`src/msc_pkg.sv`:
```
// msc_pkg: shared widths, stage numbering, types and fixed-point helpers
// for the material shade combine pipeline. No dependencies.
package msc_pkg;

  // channel and field widths
  localparam int CHANNEL_BITS = 16;
  localparam int CH_W = CHANNEL_BITS;
  localparam int RGB_W = 48;
  localparam int DIR_W = 48;
  localparam int COMP_W = 16;
  localparam int WGT_W = 16;
  localparam int OP_W = 2;
  localparam int CH_SPAN = (3 * CH_W > RGB_W) ? 3 * CH_W : RGB_W;

  // q0.16 fractions that can also hold 1.0
  localparam int FRAC_W = 17;
  localparam int FRAC_SH = 16;
  localparam logic [FRAC_W-1:0] ONE_Q16 = 17'h10000;
  localparam int HALF_Q16 = 32768;
  localparam int MIX_W = CH_W + FRAC_W + 1;
  localparam int SCALE_W = CH_W + WGT_W + 1;
  localparam int RND_W = 2 * FRAC_W + 1;

  // dot product: q2.28 sum rounded to nearest q0.16
  localparam int DOT_W = 2 * COMP_W + 2;
  localparam int DOT_SH = 12;
  localparam int DOT_RND = 2048;

  // index of refraction divider
  localparam logic [WGT_W-1:0] IOR_ONE = 16'h1000;
  localparam int DEN_W = 17;
  localparam int DIVD_W = 32;
  localparam int Q_W = 17;

  // material kinds
  localparam logic [OP_W-1:0] OP_SOLID = 2'd0;
  localparam logic [OP_W-1:0] OP_PHONG = 2'd1;
  localparam logic [OP_W-1:0] OP_PBR = 2'd2;

  // pipeline stage numbering
  localparam int ST_PREP = 0;
  localparam int ST_MIX = 1;
  localparam int POW_STEPS = 4;
  localparam int ST_POW_LAST = ST_MIX + POW_STEPS;
  localparam int ST_DIV_LAST = ST_PREP + Q_W;
  localparam int ST_BASE = ST_DIV_LAST + 1;
  localparam int ST_FRES = ST_BASE + 1;
  localparam int ST_OUT = ST_FRES + 1;
  localparam int NUM_STAGES = ST_OUT + 1;

  typedef logic [CH_W-1:0] ch_t;
  typedef logic [2:0][CH_W-1:0] rgb3_t;
  typedef logic [FRAC_W-1:0] frac_t;
  typedef logic [WGT_W-1:0] wgt_t;
  typedef logic signed [COMP_W-1:0] comp_t;

  typedef struct packed {
    logic [NUM_STAGES-1:0] en;
  } stage_ctrl_t;

  // split a packed color into channels, r lowest
  function automatic rgb3_t unpack_rgb(input logic [RGB_W-1:0] rgb_in);
    logic [CH_SPAN-1:0] ext;
    rgb3_t res;
    ext = CH_SPAN'(rgb_in);
    for (int k = 0; k < 3; k++) begin
      res[k] = ext[k*CH_W +: CH_W];
    end
    return res;
  endfunction

  // pack channels back, dropping bits above the field
  function automatic logic [RGB_W-1:0] pack_rgb(input rgb3_t c);
    return RGB_W'(c);
  endfunction

  // signed q1.14 direction component k
  function automatic comp_t dir_comp(input logic [DIR_W-1:0] d, input int k);
    return comp_t'(d[k*COMP_W +: COMP_W]);
  endfunction

  // channel times q0.16 weight, rounded
  function automatic ch_t scale_q16(input ch_t c, input wgt_t w);
    logic [SCALE_W-1:0] acc;
    acc = SCALE_W'(c) * SCALE_W'(w) + SCALE_W'(HALF_Q16);
    return acc[CH_W+FRAC_SH-1:FRAC_SH];
  endfunction

  // a*(1-t) + b*t, rounded; never exceeds the larger input
  function automatic ch_t mix_q16(input ch_t a, input ch_t b, input frac_t t);
    logic [MIX_W-1:0] acc;
    acc = MIX_W'(a) * MIX_W'(ONE_Q16 - t) + MIX_W'(b) * MIX_W'(t)
          + MIX_W'(HALF_Q16);
    return acc[CH_W+FRAC_SH-1:FRAC_SH];
  endfunction

  // q0.16 product of two values up to 1.0, rounded
  function automatic frac_t mul_q16(input frac_t a, input frac_t b);
    logic [RND_W-1:0] acc;
    acc = RND_W'(a) * RND_W'(b) + RND_W'(HALF_Q16);
    return acc[FRAC_SH+FRAC_W-1:FRAC_SH];
  endfunction

  // clamp a phong sum to the channel maximum
  function automatic ch_t sat_ch(input logic [CH_W+1:0] v);
    return (|v[CH_W+1:CH_W]) ? {CH_W{1'b1}} : v[CH_W-1:0];
  endfunction

endpackage

```
`src/msc_pipe_ctrl.sv`:
```
// msc_pipe_ctrl: per-stage valid bits and load enables for the shading pipeline.
// A stage loads when it is empty or everything after it can move.
// Depends on msc_pkg.
module msc_pipe_ctrl (
  input  logic                 clk,
  input  logic                 rst_n,
  input  logic                 in_valid,
  input  logic                 out_ready,
  output logic                 in_ready,
  output logic                 out_valid,
  output msc_pkg::stage_ctrl_t ctrl
);

  logic [msc_pkg::NUM_STAGES-1:0] v_r;
  logic [msc_pkg::NUM_STAGES-1:0] v_nxt;
  logic [msc_pkg::NUM_STAGES-1:0] rdy;
  logic [msc_pkg::NUM_STAGES-1:0] upv;

  // a stage may load if it or any later stage holds a bubble or the output drains
  for (genvar i = 0; i < msc_pkg::NUM_STAGES; i++) begin : g_rdy
    assign rdy[i] = out_ready | ~(&v_r[msc_pkg::NUM_STAGES-1:i]);
  end

  // valid bits shift along with the data
  always_comb begin
    upv = {v_r[msc_pkg::NUM_STAGES-2:0], in_valid};
    v_nxt = (rdy & upv) | (~rdy & v_r);
    ctrl.en = rdy & upv;
  end

  always_ff @(posedge clk) begin
    if (!rst_n) begin
      v_r <= '0;
    end else begin
      v_r <= v_nxt;
    end
  end

  assign in_ready = rdy[0];
  assign out_valid = v_r[msc_pkg::NUM_STAGES-1];

endmodule

```
`config.mk`:
```
export PLATFORM = sky130hd
export DESIGN_NAME = msc_pipe_ctrl
export DESIGN_NICKNAME = d
export VERILOG_FILES = /design/src/msc_pkg.sv /design/src/msc_pipe_ctrl.sv
export SDC_FILE = /design/constraint.sdc
export NUM_CORES = 1
export LEC_CHECK = 0
export ABC_AREA = 1
export BUFFER_PORTS_ARGS = -buffer_cell sky130_fd_sc_hd__buf_4
export CAP_MARGIN = 20
export CORE_ASPECT_RATIO = 0.75
export CORE_MARGIN = 2
export CORE_UTILIZATION = 55
export CTS_CLUSTER_DIAMETER = 150
export DETAILED_ROUTE_END_ITERATION = 7
export GPL_ROUTABILITY_DRIVEN = 1
export PLACE_DENSITY = 0.93
export SLEW_MARGIN = 20
export SYNTH_ARGS = -nofsm -noshare
export SYNTH_HDL_FRONTEND = slang
export SYNTH_SLANG_ARGS = --single-unit
```
`constraint.sdc`:
```
create_clock -name clk -period 3.4 [get_ports clk]
set_clock_uncertainty 0.15 [all_clocks]
set_input_delay 0.51 -clock clk [delete_from_list [all_inputs] [get_ports clk]]
set_output_delay 0.51 -clock clk [all_outputs]
set_load 0.02 [all_outputs]
```
Yosys cells after proc, flatten, opt, wreduce, memory -nomap -nowiden
Index checks and enable logic that the tools add are counted.

Bitwise operators: 46. Reductions and logical operators: 20.

Operators by type and width (count): AND 21 bit (2); inverter 1 bit (21); inverter 21 bit (1); bitwise OR 1 bit (21); bitwise OR 21 bit (1); AND reduction 21 bit (1); AND reduction 20 bit (1); AND reduction 19 bit (1); AND reduction 18 bit (1); AND reduction 17 bit (1); AND reduction 16 bit (1); AND reduction 15 bit (1); AND reduction 14 bit (1); AND reduction 13 bit (1); AND reduction 12 bit (1); AND reduction 11 bit (1); AND reduction 10 bit (1); AND reduction 9 bit (1); AND reduction 8 bit (1); AND reduction 7 bit (1); AND reduction 6 bit (1); AND reduction 5 bit (1); AND reduction 4 bit (1); AND reduction 3 bit (1); AND reduction 2 bit (1).

Bits of input ports: 4. Bits in registers: 21. Logic and storage cells: 67. Output and inout port bits: 23.

Depth between registers and ports, before layout
Word-level depth: 6. Depth in mapped cells: 7. Mapped depth without buffers: 7.

Worst setup path before layout
Ideal clock, no wire load.

Kind: input to output. From: input port out_ready. To: output port ctrl[0] in the netlist's numbering. Arrival: 1.171 ns. Stages: 6. Setup slack: 1.569 ns. Buffers on the path: 0. Required time: 2.740 ns. Path through: inv_2 nand2_2 nor2_8 nand2_4 nor2_8 a21oi_1.

RTL lines: from (decl) (line msc_pipe_ctrl.sv:8) `input logic out_ready,`; to (decl) (line msc_pipe_ctrl.sv:11) `output msc_pkg::stage_ctrl_t ctrl`.

==> impl_metrics.json <==
{
  "status": "finished, final reports clean",
  "power_frac_comb": 0.048,
  "synth_most_common_cell": "nor2_1",
  "synth_nets": 168,
  "ys.warnings.count": 0,
  "die-area_um2": 2400,
  "cts_setup_buffers": 0,
  "drt-total-wl_mm": 2.42,
  "die_h_um": 42.9,
  "setup_violations": 0,
  "crit_type": "register to output pin",
  "wl_per_cell_um": 11.2,
  "required_ps": 2740,
  "drc": 0,
  "fin_nets": 197,
  "p_leak_uw": 0.000646,
  "cts_sinks": 21,
  "r2r_setup_slack_ps": 2030,
  "synth_top_area_cell": "dfxtp_1",
  "synthSimpleGateAreaFrac": 0.394,
  "synth.distinct_cells": 19,
  "grt_overflow": 0,
  "critPathMaxFanout": 4,
  "gp_congestion": 0.819,
  "synth_top_family_by_area": "simple AND/OR/NAND/NOR gates",
  "root_buffer": "clkbuf_4",
  "synthCells": 164,
  "synthMuxAreaShare": 0,
  "hold_buffers": 0,
  "cts_tree": "done",
  "end_kind": "output pin",
  "worstPathArrival_ps": 1500,
  "finalCritPeriodShare": 0.636,
  "crit_end": "ctrl[13]",
  "switchingPower_uw": 87.2,
  "grt_pass1_wl_mm": 4.04,
  "start_util": 0.567,
  "clockPowerShare": 0.309,
  "n_antenna_cell": 0,
  "synth-xor-area-share": 0,
  "nFillCells": 183,
  "die_x_um": 55.9,
  "final_hold_viol_count": 0,
  "internal-power_uw": 301,
  "via_count": 1076,
  "synth-main-ff-cell": "dfxtp_1",
  "max-cap-violations": 0,
  "post_cts_resized": 0,
  "netSwitchingFraction": 0.225,
  "synth_seq_cells": 21,
  "grt_max_degree": 21,
  "pin_count": 27,
  "slew_headroom": 0.582,
  "holdWs_ps": 259,
  "clk_path_buf_depth": 2,
  "clk-insertion-delay-late_ps": 300,
  "rr_worst_depth": 6,
  "groute.usage.overall": 0.215,
  "netlist_top_cells_count": "nor2_1, inv_1, nand2_1",
  "via_per_inst": 4.98,
  "rsz0062_at_grt": "no",
  "synth-compound-area-share": 0.114,
  "final.setup.tns_ps": 0,
  "drtIter0Drc": 59,
  "clock.fmax_mhz": 463,
  "ir_drop_mv": 0.351,
  "h-tree-depth": 1,
  "yosysSeqAreaShare": 0.378,
  "num_rows": 14,
  "yosysTopAreaCellShare": 0.378,
  "fin_crit_ps": 2160,
  "drive_gt1_frac": 0.260,
  "synth_area_leaders": "dfxtp_1, nor2_1, inv_1",
  "power_density_nw_per_um2": 286,
  "slew_viol_final": 0,
  "core_um2": 1960,
  "hp-class": "input pin to register",
  "antenna_found_initial": 0,
  "tightest_slew_ps": 627,
  "async_reset_ff_frac": 0,
  "drtAntennaViolNets": 0,
  "seq_power_share": 0.643,
  "numCtsBuffers": 3,
  "synth_edf_count": 0,
  "portBuffers": 26,
  "dp_hpwl_mm": 1.94,
  "areaGrowthSynthToFinish_pct": 21.9,
  "synth_fa_ha_area_frac": 0,
  "netlist_area_um2": 1110,
  "startpoint_type": "register",
  "grt_pass1_vias": 962,
  "path_clk_slew_ps": 110,
  "synth_area_per_cell_um2": 6.78,
  "first_pass_iters": 4
}
worst max-delay path: stages, from the launching register on:
cell and delay, ps:
dfxtp_1 420, nand2_1 110, nor2_1 130, nand2_1 120, inv_1 100, nand2_1 80, nand2_1 70, inv_1 30
buf_4 140
routing by layer:
metal	routed length, µm	vias to the layer above	track usage
li1	-	553	-
met1	1110	477	0.280
met2	1110	42	0.352
met3	168	4	0.0640
met4	30	0	0.0571
met5	0	-	0
power by group through the flow:
stage          clock network, µW  logic [µW]  registers (µW)
2_1_floorplan                  0        11.0             255
3_3_place_gp                   0        18.4             255
3_5_place_dp                   0        18.6             255
4_1_cts                      123        18.7             250
5_1_grt                      139        20.7             250
6_report                     120        18.6             250
placed cells by master, fill, tap and decap left out, drive strengths merged:
master | synthesis | layout
nor2 | 40 | 40
nand2 | 35 | 35
inv | 32 | 32
buf | 0 | 26
a21oi | 22 | 22
dfxtp | 21 | 21
nand3 | 7 | 7
clkbuf | 2 | 4
nand4 | 2 | 2
o21ai | 1 | 1
and2 | 1 | 1
o21a | 1 | 1
cell families (layout without fill, tap and decap cells):
family | after synthesis | in the layout
AOI/OAI and AO/OA | 24 | 24
buffers and inverters | 34 | 62
DFF | 21 | 21
and+or+nand+nor | 85 | 85
cell type report:
cell class | count | area [µm²] | share of cell area
tap | 24 | 30.0 | 0.0221
clock buffer | 4 | 26.3 | 0.0194
timing repair buffer | 26 | 195 | 0.144
inverter | 32 | 120 | 0.0886
sequential | 21 | 420 | 0.310
multi-input combinational | 109 | 564 | 0.416
worst min-delay path by stage:
stage	from	to	slack, ps	cells past startpoint
final	rst_n	register	260	2
after global routing	rst_n	register	260	2
after CTS	rst_n	register	260	2
after detailed placement	register	register	330	2
after global placement	register	register	320	2
after floorplan	register	register	300	2
metrics by stage:
| stage | instances | worst slack (ps) | utilization | total power [µW] | area [µm²] |
|---|---|---|---|---|---|
| after floorplan | 164 | 1570 | - | 265 | 1110 |
| after global placement | 212 | 1370 | 0.678 | 273 | 1330 |
| after detailed placement | 212 | 1330 | 0.678 | 274 | 1330 |
| after CTS | 216 | 1220 | 0.691 | 391 | 1360 |
| after global routing | 216 | 1090 | 0.691 | 409 | 1360 |
| final | 216 | 1240 | 0.691 | 388 | 1360 |
No activity file was read; power rests on OpenSTA's default activity.
